$ cat src/rtl/jsu_pkg.sv
package jsu_pkg;

    localparam int COUNT_WIDTH_DEF = 24;
    localparam int QUEUE_DEPTH_DEF = 4;
    localparam int OUT_COUNT_W     = 24;

    localparam logic [1:0] KIND_BYTE  = 2'd0;
    localparam logic [1:0] KIND_CLOSE = 2'd1;
    localparam logic [1:0] KIND_ERR   = 2'd2;

    localparam logic [2:0] ERR_NONE    = 3'd0;
    localparam logic [2:0] ERR_UNTERM  = 3'd1;
    localparam logic [2:0] ERR_CTRL    = 3'd2;
    localparam logic [2:0] ERR_ESC_END = 3'd3;
    localparam logic [2:0] ERR_HEX     = 3'd4;
    localparam logic [2:0] ERR_ESC     = 3'd5;
    localparam logic [2:0] ERR_UTF8    = 3'd6;

    localparam logic [20:0] CP_REPLACE = 21'h00FFFD;

    // One piece of output work: a code point to encode, or a single item.
    typedef enum logic [2:0] {
        SK_NONE  = 3'd0,
        SK_CP    = 3'd1,
        SK_RAW   = 3'd2,
        SK_CLOSE = 3'd3,
        SK_ERR   = 3'd4
    } t_skind;

    typedef struct packed {
        t_skind      kind;
        logic        inc;
        logic [20:0] val;
        logic [2:0]  err;
    } t_seg;

    typedef struct packed {
        logic clr;
        t_seg seg0;
        t_seg seg1;
    } t_job;

endpackage

$ cat src/rtl/json_string_unescaper_unit.sv
// Channel  | handshake        | payload
// input    | push / full      | i_in_byte, i_is_open, i_doc_end
// result   | empty / pop      | o_kind, o_data_byte, o_error_code, o_codepoint_count, o_last
//
// The front takes one byte per cycle while the job queue has room. The back sends
// one result byte per cycle while jobs wait and pop is high, and an item with results
// has one to six of them. An opening quote passes through the back with no result,
// and bytes inside escapes that give no result send no job to the back.
// Reset is synchronous and active low; it empties the queue and the output register.
// Either side may stall freely; the queue of QUEUE_DEPTH jobs keeps the front busy.
module json_string_unescaper_unit #(
    parameter int COUNT_WIDTH = jsu_pkg::COUNT_WIDTH_DEF,
    parameter int QUEUE_DEPTH = jsu_pkg::QUEUE_DEPTH_DEF
) (
    input  logic        i_clk,
    input  logic        i_rst_n,
    input  logic        push,
    output logic        full,
    input  logic [7:0]  i_in_byte,
    input  logic        i_is_open,
    input  logic        i_doc_end,
    output logic        empty,
    input  logic        pop,
    output logic [1:0]  o_kind,
    output logic [7:0]  o_data_byte,
    output logic [2:0]  o_error_code,
    output logic [23:0] o_codepoint_count,
    output logic        o_last
);

    logic          job_push, q_full, q_empty, q_pop;
    jsu_pkg::t_job job_in, job_out;

    jsu_front u_front (
        .i_clk      (i_clk),
        .i_rst_n    (i_rst_n),
        .i_push     (push),
        .o_full     (full),
        .i_in_byte  (i_in_byte),
        .i_is_open  (i_is_open),
        .i_doc_end  (i_doc_end),
        .i_q_full   (q_full),
        .o_job_push (job_push),
        .o_job      (job_in)
    );

    jsu_queue #(.DEPTH(QUEUE_DEPTH)) u_queue (
        .i_clk   (i_clk),
        .i_rst_n (i_rst_n),
        .i_push  (job_push),
        .i_job   (job_in),
        .o_full  (q_full),
        .i_pop   (q_pop),
        .o_empty (q_empty),
        .o_job   (job_out)
    );

    jsu_back #(.COUNT_WIDTH(COUNT_WIDTH)) u_back (
        .i_clk             (i_clk),
        .i_rst_n           (i_rst_n),
        .i_q_empty         (q_empty),
        .i_job             (job_out),
        .o_q_pop           (q_pop),
        .o_empty           (empty),
        .i_pop             (pop),
        .o_kind            (o_kind),
        .o_data_byte       (o_data_byte),
        .o_error_code      (o_error_code),
        .o_codepoint_count (o_codepoint_count),
        .o_last            (o_last)
    );

    a_err_last: assert property (@(posedge i_clk) disable iff (!i_rst_n)
        !empty && o_kind == jsu_pkg::KIND_ERR |-> o_last)
        else $error("error item not marked last");

    a_err_code: assert property (@(posedge i_clk) disable iff (!i_rst_n)
        !empty && o_kind != jsu_pkg::KIND_ERR |-> o_error_code == jsu_pkg::ERR_NONE)
        else $error("error code on a non-error item");

    a_rst_empty: assert property (@(posedge i_clk)
        !i_rst_n |=> empty && !full)
        else $error("outputs not cleared by reset");

endmodule

$ cat src/rtl/jsu_front.sv
module jsu_front (
    input  logic            i_clk,
    input  logic            i_rst_n,
    input  logic            i_push,
    output logic            o_full,
    input  logic [7:0]      i_in_byte,
    input  logic            i_is_open,
    input  logic            i_doc_end,
    input  logic            i_q_full,
    output logic            o_job_push,
    output jsu_pkg::t_job   o_job
);

    typedef enum logic [7:0] {
        M_IDLE = 8'b0000_0001,
        M_STR  = 8'b0000_0010,
        M_ESC  = 8'b0000_0100,
        M_HEX  = 8'b0000_1000,
        M_UTF  = 8'b0001_0000,
        M_HIGH = 8'b0010_0000,
        M_HBS  = 8'b0100_0000,
        M_LHEX = 8'b1000_0000
    } t_mode;

    t_mode       r_mode, n_mode;
    logic [15:0] r_hex, n_hex;
    logic [2:0]  r_hexn, n_hexn;
    logic [9:0]  r_high, n_high;
    logic [1:0]  r_rem, n_rem;
    logic [7:0]  r_lo, n_lo;
    logic [7:0]  r_hi, n_hi;

    logic acc;

    function automatic jsu_pkg::t_seg mk_seg(jsu_pkg::t_skind k, logic inc,
                                             logic [20:0] v, logic [2:0] e);
        jsu_pkg::t_seg s;
        s.kind = k;
        s.inc  = inc;
        s.val  = v;
        s.err  = e;
        return s;
    endfunction

    assign o_full = i_q_full;
    assign acc    = i_push && !i_q_full;

    always_comb begin
        jsu_pkg::t_seg none_seg;
        jsu_pkg::t_seg sb_seg, es_seg, fin_seg;
        t_mode         sb_mode, es_mode, fin_mode;
        logic [1:0]    sb_rem;
        logic [7:0]    sb_lo, sb_hi;
        logic          sb_clr, es_clr, is_u;
        logic [3:0]    d;
        logic          dok;
        logic [15:0]   hv;
        logic          hex_done, clr;
        logic [7:0]    c;

        c        = i_in_byte;
        none_seg = mk_seg(jsu_pkg::SK_NONE, 1'b0, 21'd0, jsu_pkg::ERR_NONE);

        // Plain string byte
        sb_seg  = none_seg;
        sb_mode = M_UTF;
        sb_rem  = 2'd0;
        sb_lo   = 8'h80;
        sb_hi   = 8'hBF;
        sb_clr  = 1'b0;
        if (c == 8'h22) begin
            sb_seg  = mk_seg(jsu_pkg::SK_CLOSE, 1'b0, 21'd0, jsu_pkg::ERR_NONE);
            sb_mode = M_IDLE;
            sb_clr  = 1'b1;
        end else if (c < 8'h20) begin
            sb_seg  = mk_seg(jsu_pkg::SK_ERR, 1'b0, 21'd0, jsu_pkg::ERR_CTRL);
            sb_mode = M_IDLE;
            sb_clr  = 1'b1;
        end else if (c == 8'h5C) begin
            sb_mode = M_ESC;
        end else if (c < 8'h80) begin
            sb_seg  = mk_seg(jsu_pkg::SK_RAW, 1'b1, {13'd0, c}, jsu_pkg::ERR_NONE);
            sb_mode = M_STR;
        end else begin
            sb_seg = mk_seg(jsu_pkg::SK_RAW, 1'b0, {13'd0, c}, jsu_pkg::ERR_NONE);
            if (c >= 8'hC2 && c <= 8'hDF) begin
                sb_rem = 2'd1;
            end else if (c == 8'hE0) begin
                sb_rem = 2'd2;
                sb_lo  = 8'hA0;
            end else if (c == 8'hED) begin
                sb_rem = 2'd2;
                sb_hi  = 8'h9F;
            end else if (c >= 8'hE1 && c <= 8'hEF) begin
                sb_rem = 2'd2;
            end else if (c == 8'hF0) begin
                sb_rem = 2'd3;
                sb_lo  = 8'h90;
            end else if (c >= 8'hF1 && c <= 8'hF3) begin
                sb_rem = 2'd3;
            end else if (c == 8'hF4) begin
                sb_rem = 2'd3;
                sb_hi  = 8'h8F;
            end else begin
                sb_seg  = mk_seg(jsu_pkg::SK_ERR, 1'b0, 21'd0, jsu_pkg::ERR_UTF8);
                sb_mode = M_IDLE;
                sb_clr  = 1'b1;
            end
        end

        // Byte after a backslash; a 'u' is handled by the caller
        is_u    = (c == 8'h75);
        es_mode = M_STR;
        es_clr  = 1'b0;
        es_seg  = mk_seg(jsu_pkg::SK_RAW, 1'b1, {13'd0, c}, jsu_pkg::ERR_NONE);
        case (c)
            8'h22, 8'h5C, 8'h2F: es_seg.val = {13'd0, c};
            8'h62:               es_seg.val = 21'h08;
            8'h66:               es_seg.val = 21'h0C;
            8'h6E:               es_seg.val = 21'h0A;
            8'h72:               es_seg.val = 21'h0D;
            8'h74:               es_seg.val = 21'h09;
            default: begin
                es_seg  = mk_seg(jsu_pkg::SK_ERR, 1'b0, 21'd0, jsu_pkg::ERR_ESC);
                es_mode = M_IDLE;
                es_clr  = 1'b1;
            end
        endcase

        // Hex digit
        dok = 1'b1;
        d   = 4'd0;
        if (c >= 8'h30 && c <= 8'h39) begin
            d = 4'(c - 8'h30);
        end else if (c >= 8'h61 && c <= 8'h66) begin
            d = 4'(c - 8'h57);
        end else if (c >= 8'h41 && c <= 8'h46) begin
            d = 4'(c - 8'h37);
        end else begin
            dok = 1'b0;
        end
        hv       = {r_hex[11:0], d};
        hex_done = (r_hexn == 3'd3);

        // Completed \u value taken on its own
        fin_seg  = none_seg;
        fin_mode = M_STR;
        if (hv >= 16'hD800 && hv <= 16'hDBFF) begin
            fin_mode = M_HIGH;
        end else if (hv >= 16'hDC00 && hv <= 16'hDFFF) begin
            fin_seg = mk_seg(jsu_pkg::SK_CP, 1'b1, jsu_pkg::CP_REPLACE, jsu_pkg::ERR_NONE);
        end else begin
            fin_seg = mk_seg(jsu_pkg::SK_CP, 1'b1, {5'd0, hv}, jsu_pkg::ERR_NONE);
        end

        n_mode = r_mode;
        n_hex  = r_hex;
        n_hexn = r_hexn;
        n_high = r_high;
        n_rem  = r_rem;
        n_lo   = r_lo;
        n_hi   = r_hi;
        clr    = 1'b0;
        o_job.clr  = 1'b0;
        o_job.seg0 = none_seg;
        o_job.seg1 = none_seg;

        if (i_doc_end) begin
            o_job.seg0 = mk_seg(jsu_pkg::SK_ERR, 1'b0, 21'd0, jsu_pkg::ERR_NONE);
            unique case (r_mode)
                M_STR, M_HIGH: o_job.seg0.err = jsu_pkg::ERR_UNTERM;
                M_ESC, M_HBS:  o_job.seg0.err = jsu_pkg::ERR_ESC_END;
                M_HEX, M_LHEX: o_job.seg0.err = jsu_pkg::ERR_HEX;
                M_UTF:         o_job.seg0.err = jsu_pkg::ERR_UTF8;
                default:       o_job.seg0 = none_seg;
            endcase
            n_mode = M_IDLE;
            clr    = 1'b1;
        end else if (i_is_open) begin
            o_job.clr = 1'b1;
            n_mode    = M_STR;
            clr       = 1'b1;
        end else begin
            unique case (r_mode)
                M_STR: begin
                    o_job.seg0 = sb_seg;
                    n_mode     = sb_mode;
                    n_rem      = sb_rem;
                    n_lo       = sb_lo;
                    n_hi       = sb_hi;
                    clr        = sb_clr;
                end
                M_ESC: begin
                    if (is_u) begin
                        n_mode = M_HEX;
                        n_hex  = 16'd0;
                        n_hexn = 3'd0;
                    end else begin
                        o_job.seg0 = es_seg;
                        n_mode     = es_mode;
                        clr        = es_clr;
                    end
                end
                M_HEX, M_LHEX: begin
                    if (!dok) begin
                        o_job.seg0 = mk_seg(jsu_pkg::SK_ERR, 1'b0, 21'd0, jsu_pkg::ERR_HEX);
                        n_mode     = M_IDLE;
                        clr        = 1'b1;
                    end else if (!hex_done) begin
                        n_hex  = hv;
                        n_hexn = r_hexn + 3'd1;
                    end else begin
                        n_hex  = 16'd0;
                        n_hexn = 3'd0;
                        if (r_mode == M_HEX) begin
                            o_job.seg0 = fin_seg;
                            n_mode     = fin_mode;
                            n_high     = hv[9:0];
                        end else if (hv >= 16'hDC00 && hv <= 16'hDFFF) begin
                            // Surrogate pair: 0x10000 plus the two ten-bit halves
                            o_job.seg0 = mk_seg(jsu_pkg::SK_CP, 1'b1,
                                                {1'b0, {r_high, hv[9:0]}} + 21'h10000,
                                                jsu_pkg::ERR_NONE);
                            n_mode     = M_STR;
                            n_high     = 10'd0;
                        end else begin
                            o_job.seg0 = mk_seg(jsu_pkg::SK_CP, 1'b1, jsu_pkg::CP_REPLACE,
                                                jsu_pkg::ERR_NONE);
                            o_job.seg1 = fin_seg;
                            n_mode     = fin_mode;
                            n_high     = (fin_mode == M_HIGH) ? hv[9:0] : 10'd0;
                        end
                    end
                end
                M_UTF: begin
                    if (c < r_lo || c > r_hi) begin
                        o_job.seg0 = mk_seg(jsu_pkg::SK_ERR, 1'b0, 21'd0, jsu_pkg::ERR_UTF8);
                        n_mode     = M_IDLE;
                        clr        = 1'b1;
                    end else begin
                        n_lo  = 8'h80;
                        n_hi  = 8'hBF;
                        n_rem = r_rem - 2'd1;
                        o_job.seg0 = mk_seg(jsu_pkg::SK_RAW, r_rem == 2'd1, {13'd0, c},
                                            jsu_pkg::ERR_NONE);
                        if (r_rem == 2'd1) begin
                            n_mode = M_STR;
                        end
                    end
                end
                M_HIGH: begin
                    if (c == 8'h5C) begin
                        n_mode = M_HBS;
                    end else begin
                        o_job.seg0 = mk_seg(jsu_pkg::SK_CP, 1'b1, jsu_pkg::CP_REPLACE,
                                            jsu_pkg::ERR_NONE);
                        o_job.seg1 = sb_seg;
                        n_high     = 10'd0;
                        n_mode     = sb_mode;
                        n_rem      = sb_rem;
                        n_lo       = sb_lo;
                        n_hi       = sb_hi;
                        clr        = sb_clr;
                    end
                end
                M_HBS: begin
                    if (is_u) begin
                        n_mode = M_LHEX;
                        n_hex  = 16'd0;
                        n_hexn = 3'd0;
                    end else begin
                        o_job.seg0 = mk_seg(jsu_pkg::SK_CP, 1'b1, jsu_pkg::CP_REPLACE,
                                            jsu_pkg::ERR_NONE);
                        o_job.seg1 = es_seg;
                        n_high     = 10'd0;
                        n_mode     = es_mode;
                        clr        = es_clr;
                    end
                end
                default: n_mode = M_IDLE;
            endcase
        end

        if (clr) begin
            n_hex  = 16'd0;
            n_hexn = 3'd0;
            n_high = 10'd0;
            n_rem  = 2'd0;
            n_lo   = 8'h80;
            n_hi   = 8'hBF;
        end

        o_job_push = acc && (o_job.clr || o_job.seg0.kind != jsu_pkg::SK_NONE);
    end

    always_ff @(posedge i_clk) begin
        if (!i_rst_n) begin
            r_mode <= M_IDLE;
            r_hex  <= 16'd0;
            r_hexn <= 3'd0;
            r_high <= 10'd0;
            r_rem  <= 2'd0;
            r_lo   <= 8'h80;
            r_hi   <= 8'hBF;
        end else if (acc) begin
            r_mode <= n_mode;
            r_hex  <= n_hex;
            r_hexn <= n_hexn;
            r_high <= n_high;
            r_rem  <= n_rem;
            r_lo   <= n_lo;
            r_hi   <= n_hi;
        end
    end

endmodule

$ cat src/rtl/jsu_queue.sv
module jsu_queue #(
    parameter int DEPTH = jsu_pkg::QUEUE_DEPTH_DEF
) (
    input  logic          i_clk,
    input  logic          i_rst_n,
    input  logic          i_push,
    input  jsu_pkg::t_job i_job,
    output logic          o_full,
    input  logic          i_pop,
    output logic          o_empty,
    output jsu_pkg::t_job o_job
);

    localparam int AW = (DEPTH > 1) ? $clog2(DEPTH) : 1;

    jsu_pkg::t_job r_mem [DEPTH];
    logic [AW-1:0] r_wr, r_rd;
    logic [AW:0]   r_cnt;
    logic          do_push, do_pop;

    assign o_full  = (r_cnt == (AW+1)'(DEPTH));
    assign o_empty = (r_cnt == '0);
    assign o_job   = r_mem[r_rd];
    assign do_push = i_push && !o_full;
    assign do_pop  = i_pop && !o_empty;

    always_ff @(posedge i_clk) begin
        if (do_push) begin
            r_mem[r_wr] <= i_job;
        end
    end

    always_ff @(posedge i_clk) begin
        if (!i_rst_n) begin
            r_wr  <= '0;
            r_rd  <= '0;
            r_cnt <= '0;
        end else begin
            if (do_push) begin
                r_wr <= (r_wr == AW'(DEPTH - 1)) ? '0 : r_wr + AW'(1);
            end
            if (do_pop) begin
                r_rd <= (r_rd == AW'(DEPTH - 1)) ? '0 : r_rd + AW'(1);
            end
            if (do_push && !do_pop) begin
                r_cnt <= r_cnt + (AW+1)'(1);
            end else if (do_pop && !do_push) begin
                r_cnt <= r_cnt - (AW+1)'(1);
            end
        end
    end

endmodule

$ cat src/rtl/jsu_back.sv
module jsu_back #(
    parameter int COUNT_WIDTH = jsu_pkg::COUNT_WIDTH_DEF
) (
    input  logic          i_clk,
    input  logic          i_rst_n,
    input  logic          i_q_empty,
    input  jsu_pkg::t_job i_job,
    output logic          o_q_pop,
    output logic          o_empty,
    input  logic          i_pop,
    output logic [1:0]    o_kind,
    output logic [7:0]    o_data_byte,
    output logic [2:0]    o_error_code,
    output logic [23:0]   o_codepoint_count,
    output logic          o_last
);

    logic                   r_valid;
    logic [1:0]             r_kind;
    logic [7:0]             r_byte;
    logic [2:0]             r_err;
    logic [23:0]            r_ocnt;
    logic                   r_last;
    logic [COUNT_WIDTH-1:0] r_count, n_count;
    logic                   r_seg, n_seg;
    logic [1:0]             r_bi, n_bi;

    logic          adv, go, emit, seg_end, more;
    jsu_pkg::t_seg cur;
    logic [1:0]    len_m1;
    logic [7:0]    byte_val;
    logic [1:0]    kind_val;

    assign adv  = !r_valid || i_pop;
    assign go   = adv && !i_q_empty;
    assign cur  = r_seg ? i_job.seg1 : i_job.seg0;
    assign emit = go && !i_job.clr;

    always_comb begin
        logic [20:0] v;
        v        = cur.val;
        len_m1   = 2'd0;
        byte_val = v[7:0];
        kind_val = jsu_pkg::KIND_BYTE;
        case (cur.kind)
            jsu_pkg::SK_CP: begin
                if (v < 21'h80) begin
                    len_m1   = 2'd0;
                    byte_val = v[7:0];
                end else if (v < 21'h800) begin
                    len_m1 = 2'd1;
                    byte_val = (r_bi == 2'd0) ? {3'b110, v[10:6]} : {2'b10, v[5:0]};
                end else if (v < 21'h10000) begin
                    len_m1 = 2'd2;
                    case (r_bi)
                        2'd0:    byte_val = {4'b1110, v[15:12]};
                        2'd1:    byte_val = {2'b10, v[11:6]};
                        default: byte_val = {2'b10, v[5:0]};
                    endcase
                end else begin
                    len_m1 = 2'd3;
                    case (r_bi)
                        2'd0:    byte_val = {5'b11110, v[20:18]};
                        2'd1:    byte_val = {2'b10, v[17:12]};
                        2'd2:    byte_val = {2'b10, v[11:6]};
                        default: byte_val = {2'b10, v[5:0]};
                    endcase
                end
            end
            jsu_pkg::SK_CLOSE: begin
                byte_val = 8'd0;
                kind_val = jsu_pkg::KIND_CLOSE;
            end
            jsu_pkg::SK_ERR: begin
                byte_val = 8'd0;
                kind_val = jsu_pkg::KIND_ERR;
            end
            default: ;
        endcase
    end

    assign seg_end = (r_bi == len_m1);
    assign more    = !r_seg && (i_job.seg1.kind != jsu_pkg::SK_NONE);
    assign o_q_pop = go && (i_job.clr || (seg_end && !more));

    always_comb begin
        n_count = r_count;
        n_seg   = r_seg;
        n_bi    = r_bi;
        if (go && i_job.clr) begin
            n_count = '0;
        end else if (emit) begin
            // The count goes up as the first byte of an inc segment leaves
            if (r_bi == 2'd0 && cur.inc && !(&r_count)) begin
                n_count = r_count + COUNT_WIDTH'(1);
            end
            if (!seg_end) begin
                n_bi = r_bi + 2'd1;
            end else if (more) begin
                n_seg = 1'b1;
                n_bi  = 2'd0;
            end else begin
                n_seg = 1'b0;
                n_bi  = 2'd0;
            end
        end
    end

    always_ff @(posedge i_clk) begin
        if (!i_rst_n) begin
            r_valid <= 1'b0;
            r_count <= '0;
            r_seg   <= 1'b0;
            r_bi    <= 2'd0;
        end else begin
            r_count <= n_count;
            r_seg   <= n_seg;
            r_bi    <= n_bi;
            if (adv) begin
                r_valid <= emit;
            end
        end
    end

    always_ff @(posedge i_clk) begin
        if (adv && emit) begin
            r_kind <= kind_val;
            r_byte <= byte_val;
            r_err  <= (cur.kind == jsu_pkg::SK_ERR) ? cur.err : jsu_pkg::ERR_NONE;
            r_ocnt <= 24'(n_count);
            r_last <= seg_end && !more;
        end
    end

    assign o_empty           = !r_valid;
    assign o_kind            = r_kind;
    assign o_data_byte       = r_byte;
    assign o_error_code      = r_err;
    assign o_codepoint_count = r_ocnt;
    assign o_last            = r_last;

endmodule

$ cat config.mk
export PLATFORM = sky130hd
export DESIGN_NAME = json_string_unescaper_unit
export DESIGN_NICKNAME = d
export VERILOG_FILES = /design/src/rtl/jsu_pkg.sv /design/src/rtl/json_string_unescaper_unit.sv /design/src/rtl/jsu_front.sv /design/src/rtl/jsu_queue.sv /design/src/rtl/jsu_back.sv
export SDC_FILE = /design/constraint.sdc
export NUM_CORES = 1
export LEC_CHECK = 0
export BUFFER_PORTS_ARGS = -buffer_cell sky130_fd_sc_hd__buf_2
export CELL_PAD_IN_SITES_DETAIL_PLACEMENT = 0
export CELL_PAD_IN_SITES_GLOBAL_PLACEMENT = 1
export CORE_ASPECT_RATIO = 1.75
export CORE_UTILIZATION = 51
export CTS_CLUSTER_DIAMETER = 80
export CTS_CLUSTER_SIZE = 30
export DETAILED_ROUTE_END_ITERATION = 16
export PLACE_DENSITY = 0.82
export SETUP_SLACK_MARGIN = 0.5
export SLEW_MARGIN = 40
export SYNTH_ARGS = -nofsm -noshare
export SYNTH_HDL_FRONTEND = slang
export SYNTH_SLANG_ARGS = --single-unit
$ cat constraint.sdc
create_clock -name i_clk -period 4.9 [get_ports i_clk]
set_input_delay 0.245 -clock i_clk [delete_from_list [all_inputs] [get_ports i_clk]]
set_output_delay 0.245 -clock i_clk [all_outputs]
set_load 0.02 [all_outputs]
==> metrics.md, run 1 <==
| Metric | Value |
|---|---|
| Status | complete, no violations |
| Synth Net Count | 1,219 |
| Leakage Power | 5.610 nW |
| Critical path arrival | 4660 ps |
| Worst min-delay path class | in2reg |
| CP required | 5340 ps |
| Initial Util | 52.03% |
| Final Max Slew Viols | 0 |
| Cell row count | 82 |
| Clock Latency Late Sink | 510 ps |
| Num CTS Buffers | 15 |
| Slew @ Worst Pin | 892.1 ps |
| Crit path time final | 4225 ps |
| Fraction of layout cells with a size suffix above 1 | 17.47% |
| Mapped Cells | 1,182 |
| CORE AREA | 28,830 um^2 |
| Root Buffer | clkbuf_16 |
| Top FF cell, synth | edfxtp_1 |
| Die W | 131.6 um |
| CTS Hold Bufs | 0 |
| Clock sinks | 322 |
| VDD IR max | 0.2941 mV |
| Tot GR Track Use | 25.22% |
| CTS tree | done |
| ANT nets after route | 0 |
| Synthesized area | 15,000 um^2 |
| Worst-path clk slew | 110 ps |
| First-pass detailed-route iteration total | 6 |
| P&R area growth vs syn | 9.551% |
| GPL Wtd Cong | 0.9740 |
| Total number of H-tree levels | 1 |
| Vias in the first global route | 10.06k |
| Syn Area/Cell | 12.69 um^2 |
| DP Worst Slack | 409.9 ps |
| FMAX | 0.2367 GHz |
| Net count, final | 1,288 |
| Die height | 228.9 um |
| Vias per inst | 6.111 |
| Final hold vios | 0 |
| Largest net degree at the start of global routing | 53 |
| DR iter-0 viols | 785 |
| Critical path peak fanout | 6 |
| Full die area | 30,130 um^2 |
| Worst setup margin | 674.9 ps |
| Number of diodes | 0 |
| Detailed-route via count | 10.00k |
| Yosys Warn Count | 0 |
| DRC Markers | 0 |
| Seq cells post-synth | 322 |
| I/O pin cnt | 54 |
| Setup Crit Path Kind | reg2reg |
| Max Cap Violations | 0 |
| DP Area | 15,810 um^2 |
| Number of synthesized flops with an enable pin | 246 |
| Sequential area share after synthesis | 59.39% |
| Drt wl/cell | 22.93 um |
| Post-synth cell types | 84 |
| Initial antenna violation count | 0 |
| Max-slew headroom | 39.90% |
| FFs w/ async S/R, synth | 0% |
| Final worst path period share | 86.23% |
| # port buffers | 53 |
| Gr ovfl total | 0 |
| RSZ-0062 raised after global routing | no |
| Design area | 16,430 um^2 |
| Setup-failing EPs final | 0 |
| Detailed placement HPWL | 27,160 um |
| First-pass GRT wire length | 57,740 um |
| Pwr/cell area | 390.2 nW/um^2 |
| Drt total wl | 37,530 um |
| Worst clock skew | 19.93 ps |
| Startpoint types | flip-flop |
| Worst setup EP type | flip-flop |
| Setup TNS Final | 0 ps |
| Clock tree buffer depth | 3 |
## layer usage
layer | vias to the layer above | GRT usage [%] | wire length, um
met4 | 0 | 13.95 | 2076
met3 | 102 | 2.417 | 1363
li1 | 4642 | - | -
met2 | 281 | 48.30 | 20710
met1 | 4978 | 26.69 | 13380
met5 | - | 0 | 0
## area by class of cell
cell class	instances	area, um^2
Tap cell	378	473.0
Inverter	30	112.6
Clock buffer	22	401.6
Multi-Input combinational cell	775	5744
Timing Repair Buffer	107	740.7
Sequential cell	322	8916
Clock inverter	3	45.04
Fill cell	2360	12400
## worst max-delay path, cell delays in order, from the launching register on
cell	delay [ps]
dfxtp_4	380
buf_4	160
buf_4	120
mux4_2	480
mux2_2	320
or4_4	580
nand2_2	90
o21ai_2	60
a211oi_4	430
a21oi_4	130
inv_1	100
ha_1	180
inv_1	70
fa_1	430
xor2_1	170
or3_1	300
a21oi_1	140
## stage by stage
| step | hold WS (ps) | total power [mW] | utilization (%) | cells |
|---|---|---|---|---|
| after floorplan | 408.0 | 4.492 | - | 1182 |
| after global placement | 445.2 | 4.941 | 54.82 | 1593 |
| after detailed placement | 457.8 | 4.953 | 54.82 | 1593 |
| after CTS | 32.99 | 6.373 | 56.45 | 1619 |
| after global routing | 104.9 | 6.684 | 57.00 | 1637 |
| final | 46.16 | 6.412 | 57.00 | 1637 |
## worst paths after layout
| check | start | to | slack, ps | cells past startpoint |
|---|---|---|---|---|
| worst max-delay path | flip-flop | u_queue.r_cnt[2]$_SDFFE_PN0P_ | 670 | 16 |
| worst min-delay path | pop | u_back.r_valid$_SDFFE_PN0P_ | 50 | 4 |
| worst max register to register | flip-flop | u_queue.r_cnt[2]$_SDFFE_PN0P_ | 670 | 16 |
| worst min register to register | u_front.r_hexn[2]$_SDFFE_PN0P_ | u_front.r_hexn[2]$_SDFFE_PN0P_ | 470 | 1 |
## synth_stat cells, types with 12 or more instances
cell type	count	area share, %
xnor2_1	12	0.70
mux2_2	16	1.2
a22o_1	16	0.93
a21oi_1	62	2.1
ha_1	22	1.8
nand2b_1	23	0.96
inv_1	29	0.73
nand3_1	38	1.3
mux4_2	41	6.2
nand2_1	67	1.7
or3_1	14	0.58
clkbuf_1	38	0.95
nor3_1	40	1.3
and3_1	13	0.54
xor2_1	19	1.1
mux2i_1	20	1.3
o21ai_0	41	1.4
nor2b_1	12	0.50
dfxtp_1	76	10
and2_1	14	0.58
nor2_1	141	3.5
edfxtp_1	246	49
## where the power goes
part           internal [mW]  switching [mW]  leakage (nW)
sequential              3.12          0.0694          2.93
clock                  0.600           0.822         0.214
combinational          0.728            1.08          2.47
total                   4.45            1.97          5.61
## flip-flops by register name, indices dropped and copies added, names as in the netlist, 2 cells and up, named ones only
register and cells:
u_queue.r_cnt 3, u_front.r_hexn 3, u_back.o_data_byte 8, u_queue.r_rd 2, u_queue.r_wr 2, u_front.r_hex 12
u_queue.r_mem 208, u_back.r_count 24, u_front.r_hi 2, u_front.r_mode 8, u_front.r_lo 2, u_front.r_high 10
u_back.r_bi 2, u_front.r_rem 2, u_back.o_error_code 3, u_back.o_codepoint_count 24, u_back.o_kind 2
## placed cells by master, fill, tap and decap left out, types with 37 or more instances in the layout
cell type / count
nand2_1: 67
edfxtp_1: 246
buf_2: 53
nand3_1: 37
a21oi_1: 62
o21ai_0: 39
mux4_2: 41
nor3_1: 39
nor2_1: 141
buf_4: 48
dfxtp_1: 74
## cells by family after synthesis
logic type,Yosys count,synth area share [%]
DFF,322,59.39
adders and majority gates,23,1.968
xor gates and xnor gates,31,1.810
muxes,88,10.62
buffers and inverters,85,2.586
AOI/OAI and AO/OA,205,9.284
and+or+nand+nor,428,14.35
## what timing repair did
action | in CTS | in global routing
endpoints found under the setup margin | 1 | 2
cloned | 0 | 0
setup buffers | 1 | 18
pin swaps | 0 | 1
gates resized for setup | 1 | 7
hold endpoints to repair | 0 | 0
(Power assumes the default switching activity.)
==> run 2: changes to the inputs <==
Settings changed: CORE_UTILIZATION 51 to 52, PLACE_DENSITY 0.82 to 0.83, SYNTH_HIERARCHICAL set to 1.
==> metrics.md, run 2 <==
| Metric | Value |
|---|---|
| Status | complete, no violations (unchanged) |
| Final worst path period share | 84.40% (was 86.23%) |
| Num CTS Buffers | 15 (unchanged) |
| Number of synthesized flops with an enable pin | 266 (was 246) |
| Final Max Slew Viols | 0 (unchanged) |
| Gr ovfl total | 0 (unchanged) |
| First-pass detailed-route iteration total | 7 (was 6) |
| Initial antenna violation count | 0 (unchanged) |
| Max Cap Violations | 0 (unchanged) |
| Die W | 135.3 um (was 131.6 um) |
| Initial Util | 52.62% (was 52.03%) |
| CTS Hold Bufs | 0 (unchanged) |
| DP Area | 16,990 um^2 (was 15,810 um^2) |
| Pwr/cell area | 386.0 nW/um^2 (was 390.2 nW/um^2) |
| Worst-path clk slew | 110 ps (about the same) |
| Full die area | 31,840 um^2 (was 30,130 um^2) |
| Sequential area share after synthesis | 58.79% (was 59.39%) |
| Drt wl/cell | 23.09 um (was 22.93 um) |
| Worst min-delay path class | in2reg (unchanged) |
| Clock tree buffer depth | 3 (unchanged) |
| Int Power | 4.718 mW (was 4.446 mW) |
| Detailed-route via count | 10.59k (was 10.00k) |
| Post-synth top area share | 49.39% (was 49.25%) |
| Worst clock skew | 21.91 ps (was 19.93 ps) |
| Critical path arrival | 4570 ps (was 4660 ps) |
| Synth top cells by count | edfxtp_1, nor2_1, nand2_1, dfxtp_1, a21oi_1 (was edfxtp_1, nor2_1, dfxtp_1, nand2_1, a21oi_1) |
| Startpoint types | flip-flop (unchanged) |
| Logic pwr share | 27.3% (was 28.1%) |
| DR iter-0 viols | 772 (was 785) |
| Final design utilization | 57.16% (was 57.00%) |
| Top FF cell, synth | edfxtp_1 (unchanged) |
| Slew @ Worst Pin | 867.0 ps (was 892.1 ps) |
| Seq cells post-synth | 342 (was 322) |
| Most common cell in the netlist | edfxtp_1 (unchanged) |
| Final hold vios | 0 (unchanged) |
| Leading cell type in the layout, fill and taps excluded | edfxtp_1 (unchanged) |
| Cell chain of the critical path | buf_12 -> mux4_2 -> nor4b_1 -> a22oi_1 -> and3_1 -> o31ai_4 -> a21oi_1 -> o211a_1 -> o31ai_1 -> ha_2 -> inv_1 -> fa_1 -> xor2_1 -> or3_1 -> a21boi_0 (was buf_4 -> buf_4 -> mux4_2 -> mux2_2 -> or4_4 -> nand2_2 -> o21ai_2 -> a211oi_4 -> a21oi_4 -> inv_1 -> ha_1 -> inv_1 -> fa_1 -> xor2_1 -> or3_1 -> a21oi_1) |
| WP buf/inv | 2 (was 4) |
| Yosys Warn Count | 6 (was 0) |
| Worst Hold Depth | 3 (was 4) |
| Clock power share | 21.5% (was 22.2%) |
| Tot GR Track Use | 25.06% (was 25.22%) |
| Top reg by flops | u_queue/r_mem (was u_queue.r_mem) |
| CP required | 5330 ps (was 5340 ps) |
| Worst hold start | pop (unchanged) |
| Synthesized area | 16,170 um^2 (was 15,000 um^2) |
| Post-synth cell types | 97 (was 84) |
| I/O pin cnt | 54 (unchanged) |
| Leakage Power | 5.719 nW (was 5.610 nW) |
| Worst setup EP type | flip-flop (unchanged) |
| Most frequent cells in the layout | edfxtp_1, nor2_1, nand2_1, dfxtp_1, a21oi_1 (was edfxtp_1, nor2_1, dfxtp_1, nand2_1, a21oi_1) |
| Syn Area/Cell | 13.15 um^2 (was 12.69 um^2) |
| CP max-delay cell | mux4_2 (was or4_4) |
| CP top delay family | compound AO/OA/AOI/OAI gates (was simple AND/OR/NAND/NOR gates) |
| Reg2Reg Setup Slack | 760 ps (was 670 ps) |
| Worst setup margin | 764.4 ps (was 674.9 ps) |
| CORE AREA | 30,740 um^2 (was 28,830 um^2) |
| P_sw | 2.064 mW (was 1.966 mW) |
| Vias in the first global route | 10.66k (was 10.06k) |
| Setup TNS Final | 0 ps (unchanged) |
| Setup Crit Path Kind | reg2reg (unchanged) |
| Clock Latency Late Sink | 520 ps (was 510 ps) |
| Vias per inst | 6.303 (was 6.111) |
| FMAX | 0.2418 GHz (was 0.2367 GHz) |
| Crit path time final | 4136 ps (was 4225 ps) |
| Net count, final | 1,317 (was 1,288) |
| Leading area contributor after synthesis | edfxtp_1 (unchanged) |
| Max stage delay on crit path | 520 ps (was 580 ps) |
| Clock sinks | 342 (was 322) |
| Main area contributors after synthesis | edfxtp_1, dfxtp_1, mux4_2, nor2_1, nand2_1 (was edfxtp_1, dfxtp_1, mux4_2, nor2_1, a21oi_1) |
| Total number of H-tree levels | 1 (unchanged) |
| P&R area growth vs syn | 8.626% (was 9.551%) |
| Largest net degree at the start of global routing | 58 (was 53) |
| Fraction of layout cells with a size suffix above 1 | 19.71% (was 17.47%) |
| Reg2reg path depth | 15 (was 16) |
| Mapped Cells | 1,230 (was 1,182) |
| Setup-failing EPs final | 0 (unchanged) |
| Root Buffer | clkbuf_16 (unchanged) |
| Cell row count | 85 (was 82) |
| Die height | 235.3 um (was 228.9 um) |
| CTS tree | done (unchanged) |
| GPL Wtd Cong | 1.019 (was 0.9740) |
| Hold EP | u_back/r_valid$_SDFFE_PN0N_ (was u_back.r_valid$_SDFFE_PN0P_) |
| Detailed placement HPWL | 28,630 um (was 27,160 um) |
| DP Worst Slack | 303.2 ps (was 409.9 ps) |
| Number of diodes | 0 (unchanged) |
| Design area | 17,570 um^2 (was 16,430 um^2) |
| Reg power frac | 51.3% (was 49.7%) |
| # port buffers | 53 (unchanged) |
| VDD IR max | 0.3923 mV (was 0.2941 mV) |
| First-pass GRT wire length | 60,460 um (was 57,740 um) |
| DRC Markers | 0 (unchanged) |
| Reg-to-reg endpoint | u_queue/r_cnt[2]$_SDFFE_PN0P_ (was u_queue.r_cnt[2]$_SDFFE_PN0P_) |
| RSZ-0062 raised after global routing | no (unchanged) |
| Switching Fraction | 30.43% (was 30.66%) |
| FFs w/ async S/R, synth | 0% (unchanged) |
| Drt total wl | 38,790 um (was 37,530 um) |
| Critical path peak fanout | 15 (was 6) |
| ANT nets after route | 0 (unchanged) |
| Max-slew headroom | 41.70% (was 39.90%) |
| Max reg flops | 228 (was 208) |
| Total power | 6.782 mW (was 6.412 mW) |
run 2: changes by cell type after synthesis, sizes merged, moves of 10 or more:
cell,delta
xor2,-13
nand2b,-10
clkbuf,-12
nor2,-41
a22o,+10
nor3,-14
nand2,+15
nor4,+13
edfxtp,+20
buf,+21
run 2: kinds of logic after synthesis:
family | Yosys count | share of synthesized area (%)
compound gates | 238 | 10.50
xor+xnor | 27 | 1.462
fa+ha+maj | 23 | 1.826
buf+inv | 100 | 3.025
flops | 342 | 58.79
mux | 100 | 10.71
other cells | 1 | 0.02318
simple gates | 399 | 13.66
run 2: stage by stage:
step                      hold slack [ps]  instances
after floorplan                     387.1       1234
after global placement              425.7       1650
after detailed placement            431.1       1651
after CTS                           81.20       1680
after global routing                116.7       1680
final                               96.40       1680
run 2: area by class of cell:
type	instances	area (um^2)
clock buffer	22	422.9
clock inverter	4	27.53
fill	2452	13170
inverter	36	135.1
multi-input combinational	792	6289
sequential	342	9515
tap	391	489.2
timing repair buffer	93	690.7
run 2: power groups by stage:
| stage | Combinational [mW] | Sequential [mW] | Clock (mW) |
|---|---|---|---|
| after global placement | 1.76 | 3.56 | 0 |
| after floorplan | 1.18 | 3.66 | 0 |
| after global routing | 2.01 | 3.51 | 1.58 |
| after CTS | 1.85 | 3.48 | 1.49 |
| final | 1.85 | 3.48 | 1.46 |
| after detailed placement | 1.78 | 3.57 | 0 |
run 2: worst max path at each step:
stage	cells past startpoint	to	slack (ps)	from
after floorplan	16	u_queue/r_cnt[2]$_SDFFE_PN0P_	880	flip-flop
after global placement	15	u_queue/r_cnt[2]$_SDFFE_PN0P_	380	flip-flop
after detailed placement	15	u_queue/r_cnt[2]$_SDFFE_PN0P_	300	flip-flop
after CTS	16	u_queue/r_cnt[2]$_SDFFE_PN0P_	630	flip-flop
after global routing	13	u_queue/r_cnt[2]$_SDFFE_PN0P_	500	u_front/r_mode[5]$_SDFFE_PN0P_
final	15	u_queue/r_cnt[2]$_SDFFE_PN0P_	760	flip-flop
run 2: worst reg2reg max path, stage by stage (launching register included):
cell,delay [ps]
dfxtp_4,390
buf_12,170
mux4_2,530
nor4b_1,330
a22oi_1,200
and3_1,250
o31ai_4,330
a21oi_1,150
o211a_1,230
o31ai_1,140
ha_2,290
inv_1,50
fa_1,370
xor2_1,160
or3_1,290
a21boi_0,170
run 2: repair_timing:
item,4_1_cts,5_1_grt
pin swaps,0,1
resized for setup,1,12
buffers inserted,3,0
hold endpoints to repair,0,0
setup endpoints to repair,1,2
gates cloned,0,0
run 2: metal layers:
layer	up-vias	part of all wire (%)	track usage (%)
met3	115	3.3	1.960
met5	-	0	0
met2	369	56	47.29
met1	5258	35	27.02
met4	0	5.4	13.69
li1	4847	-	-
==> run 3: changes to the inputs <==
Settings changed: ABC_AREA set to 1, CORE_UTILIZATION 52 to 49, PLACE_DENSITY 0.83 to 0.84.
Clock period 4.9 ns to 4.1 ns, I/O delays scaled along.
==> metrics.md, run 3 <==
| Metric | Value |
|---|---|
| Die height | 250.6 um (was 235.3 um) |
| Most common cell in the netlist | nand2_1 (was edfxtp_1) |
| Drt total wl | 50,100 um (was 38,790 um) |
| Leading cell type in the layout, fill and taps excluded | nand2_1 (was edfxtp_1) |
| Final hold vios | 0 (unchanged) |
| First-pass GRT wire length | 75,440 um (was 60,460 um) |
| Largest net degree at the start of global routing | 85 (was 58) |
| Detailed-route via count | 13.93k (was 10.59k) |
| Die W | 144.0 um (was 135.3 um) |
| Top reg by flops | u_queue/r_mem (unchanged) |
| Main area contributors after synthesis | edfxtp_1, dfxtp_1, nand2_1, nor2_1, o21ai_0 (was edfxtp_1, dfxtp_1, mux4_2, nor2_1, nand2_1) |
| Number of diodes | 0 (unchanged) |
| CP max-delay cell | dfxtp_4 (was mux4_2) |
| CP required | 4530 ps (was 5330 ps) |
| Clock tree buffer depth | 3 (unchanged) |
| Full die area | 36,090 um^2 (was 31,840 um^2) |
| GRT met2 Usage | 53.22% (was 47.29%) |
| VDD IR max | 0.2574 mV (was 0.3923 mV) |
| Initial antenna violation count | 0 (unchanged) |
| Synth top cells by count | nand2_1, nor2_1, edfxtp_1, inv_1, o21ai_0 (was edfxtp_1, nor2_1, nand2_1, dfxtp_1, a21oi_1) |
| Status | complete, no violations (unchanged) |
| Met1 usage | 29.48% (was 27.02%) |
| Critical path peak fanout | 16 (was 15) |
| Worst clock skew | 21.67 ps (was 21.91 ps) |
| Cell row count | 90 (was 85) |
| Detailed placement HPWL | 35,620 um (was 28,630 um) |
| Clock sinks | 342 (unchanged) |
| Clock Latency Late Sink | 530 ps (was 520 ps) |
| Max reg flops | 228 (unchanged) |
| Worst min-delay path class | in2reg (unchanged) |
| Fin cells | 2,450 (was 1,680) |
| # port buffers | 53 (unchanged) |
| Max stage delay on crit path | 440 ps (was 520 ps) |
| FFs w/ async S/R, synth | 0% (unchanged) |
| CTS tree | done (unchanged) |
| CTS Hold Bufs | 0 (unchanged) |
| Mapped Cells | 1,924 (was 1,230) |
| Initial Util | 50.04% (was 52.62%) |
| Setup Crit Path Kind | reg2reg (unchanged) |
| Startpoint types | flip-flop (unchanged) |
| Worst setup EP type | flip-flop (unchanged) |
| ANT nets after route | 0 (unchanged) |
| Leading area contributor after synthesis | edfxtp_1 (unchanged) |
| Net count, final | 2,017 (was 1,317) |
| GPL Wtd Cong | 0.9868 (was 1.019) |
| Critical path arrival | 3850 ps (was 4570 ps) |
| GR Util met3 | 2.351% (was 1.960%) |
| Num CTS Buffers | 16 (was 15) |
| Final Max Slew Viols | 0 (unchanged) |
| DR iter-0 viols | 954 (was 772) |
| DRC Markers | 0 (unchanged) |
| Top FF cell, synth | edfxtp_1 (unchanged) |
| Drt wl/cell | 20.45 um (was 23.09 um) |
| Gr busiest metal | met2 (unchanged) |
| Cell chain of the critical path | inv_4 -> clkbuf_16 -> o21ai_0 -> o22ai_1 -> inv_1 -> o21ai_0 -> nor2_1 -> nand2_1 -> nor2_4 -> nand2_4 -> nand2_1 -> nand2_1 -> nand2_2 -> nand2_2 -> nor2_4 -> nand2_1 -> nand2_1 -> nand2_2 -> ha_1 -> inv_1 -> fa_1 -> o21ai_1 -> nor2_1 (was buf_12 -> mux4_2 -> nor4b_1 -> a22oi_1 -> and3_1 -> o31ai_4 -> a21oi_1 -> o211a_1 -> o31ai_1 -> ha_2 -> inv_1 -> fa_1 -> xor2_1 -> or3_1 -> a21boi_0) |
| Final worst path period share | 83.48% (was 84.40%) |
| Leakage Power | 7.651 nW (was 5.719 nW) |
| RSZ-0062 raised after global routing | no (unchanged) |
| WP buf/inv | 4 (was 2) |
| CP top delay family | simple AND/OR/NAND/NOR gates (was compound AO/OA/AOI/OAI gates) |
| Yosys Warn Count | 6 (unchanged) |
| Root Buffer | clkbuf_16 (unchanged) |
| Slew @ Worst Pin | 802.2 ps (was 867.0 ps) |
| CORE AREA | 34,570 um^2 (was 30,740 um^2) |
| Setup TNS Final | 0 ps (unchanged) |
| Seq cells post-synth | 342 (unchanged) |
| Fill cells | 3,136 (was 2,452) |
| Fraction of layout cells with a size suffix above 1 | 13.67% (was 19.71%) |
| Most frequent cells in the layout | nand2_1, nor2_1, edfxtp_1, inv_1, o21ai_0 (was edfxtp_1, nor2_1, nand2_1, dfxtp_1, a21oi_1) |
| First-pass detailed-route iteration total | 5 (was 7) |
| Critical path's most frequent cell | nand2_1 |
| Sequential area share after synthesis | 54.97% (was 58.79%) |
| Total number of H-tree levels | 1 (unchanged) |
| I/O pin cnt | 54 (unchanged) |
| Tot GR Track Use | 27.76% (was 25.06%) |
| Vias in the first global route | 13.51k (was 10.66k) |
| Number of synthesized flops with an enable pin | 266 (unchanged) |
| Post-synth cell types | 57 (was 97) |
| Vias per inst | 5.687 (was 6.303) |
| Placed cells | 2,405 (was 1,651) |
| Syn Area/Cell | 8.991 um^2 (was 13.15 um^2) |
| Pwr/cell area | 570.1 nW/um^2 (was 386.0 nW/um^2) |
| Gr ovfl total | 0 (unchanged) |
| P&R area growth vs syn | 9.952% (was 8.626%) |
| Post-synth top area share | 46.17% (was 49.39%) |
| Max Cap Violations | 0 (unchanged) |
| Crit path time final | 3422 ps (was 4136 ps) |
| Max-slew headroom | 45.95% (was 41.70%) |
| Worst-path clk slew | 110 ps (about the same) |
| Setup-failing EPs final | 0 (unchanged) |
| FMAX | 0.2922 GHz (was 0.2418 GHz) |
| Final design utilization | 55.02% (was 57.16%) |
| Synthesized area | 17,300 um^2 (was 16,170 um^2) |
## run 3: cell type report
| cell class | instances | area (um^2) | share of cell area (%) |
|---|---|---|---|
| clock buffers | 24 | 451.7 | 2.375 |
| repair buffers | 121 | 1003 | 5.276 |
| clock inverters | 4 | 56.30 | 0.2960 |
| flip-flops and latches | 342 | 9518 | 50.04 |
| well taps | 460 | 575.6 | 3.026 |
| inverters | 208 | 797.0 | 4.190 |
| multi-input cells | 1291 | 6619 | 34.80 |
## run 3: metrics by stage
| step | setup slack, ps | hold WS, ps | total power [mW] | instance area, um^2 |
|---|---|---|---|---|
| floorplan | -100.5 | 325.4 | 7.445 | 17320 |
| global placement | 205.1 | 418.6 | 8.579 | 18170 |
| detailed placement | 135.7 | 428.2 | 8.641 | 18180 |
| CTS | 503.1 | 28.68 | 10.55 | 18740 |
| global route | 462.7 | 52.88 | 11.48 | 19020 |
| finish | 677.5 | 53.69 | 10.84 | 19020 |
## run 3: cells by family after synthesis
family          synth area share (%)
simple gates                   22.68
compound gates                 12.69
flops                          54.97
buf+inv                        7.602
fa+ha+maj                      1.707
xor+xnor                      0.2532
other cells                  0.02168
mux                          0.07954
## run 3: per-layer routing
metal / part of all wire, % / wire length (um) / vias to the layer above
li1: - / - / 6697
met1: 35 / 17720 / 6691
met2: 56 / 27810 / 411
met3: 3.5 / 1743 / 135
met4: 5.6 / 2825 / 0
met5: 0 / 0 / -
## run 3: what timing repair did
action,CTS,global route
setup buffers,5,8
endpoints found under the hold margin,0,0
endpoints found under the setup margin,77,226
cloned,0,4
resized for setup,3,47
pin swaps,3,6
## run 3: worst paths after layout
check / startpoint / to / slack, ps / cells past startpoint
max reg2reg: flip-flop / u_queue/r_cnt[1]$_SDFFE_PN0P_ / 680 / 23
min reg2reg: u_front/r_hexn[2]$_SDFFE_PN0P_ / u_front/r_hexn[2]$_SDFFE_PN0P_ / 440 / 2
max: flip-flop / u_queue/r_cnt[1]$_SDFFE_PN0P_ / 680 / 23
min: pop / u_back/r_valid$_SDFFE_PN0N_ / 50 / 4
## run 3: worst reg2reg max path, stage by stage, from the launching register on
cell and delay, ps:
dfxtp_4 440, inv_4 90, clkbuf_16 180, o21ai_0 150
o22ai_1 80, inv_1 190, o21ai_0 130, nor2_1 130
nand2_1 100, nor2_4 160, nand2_4 110, nand2_1 70
nand2_1 60, nand2_2 80, nand2_2 80, nor2_4 120
nand2_1 60, nand2_1 100, nand2_2 100, ha_1 220
inv_1 90, fa_1 410, o21ai_1 140, nor2_1 50
## run 3: power by group
group	switching, mW	total [mW]	leakage [nW]	internal [mW]
Sequential	0.175	4.30	3.26	4.13
Clock	1.09	1.90	0.245	0.813
Combinational	3.20	4.64	4.14	1.44
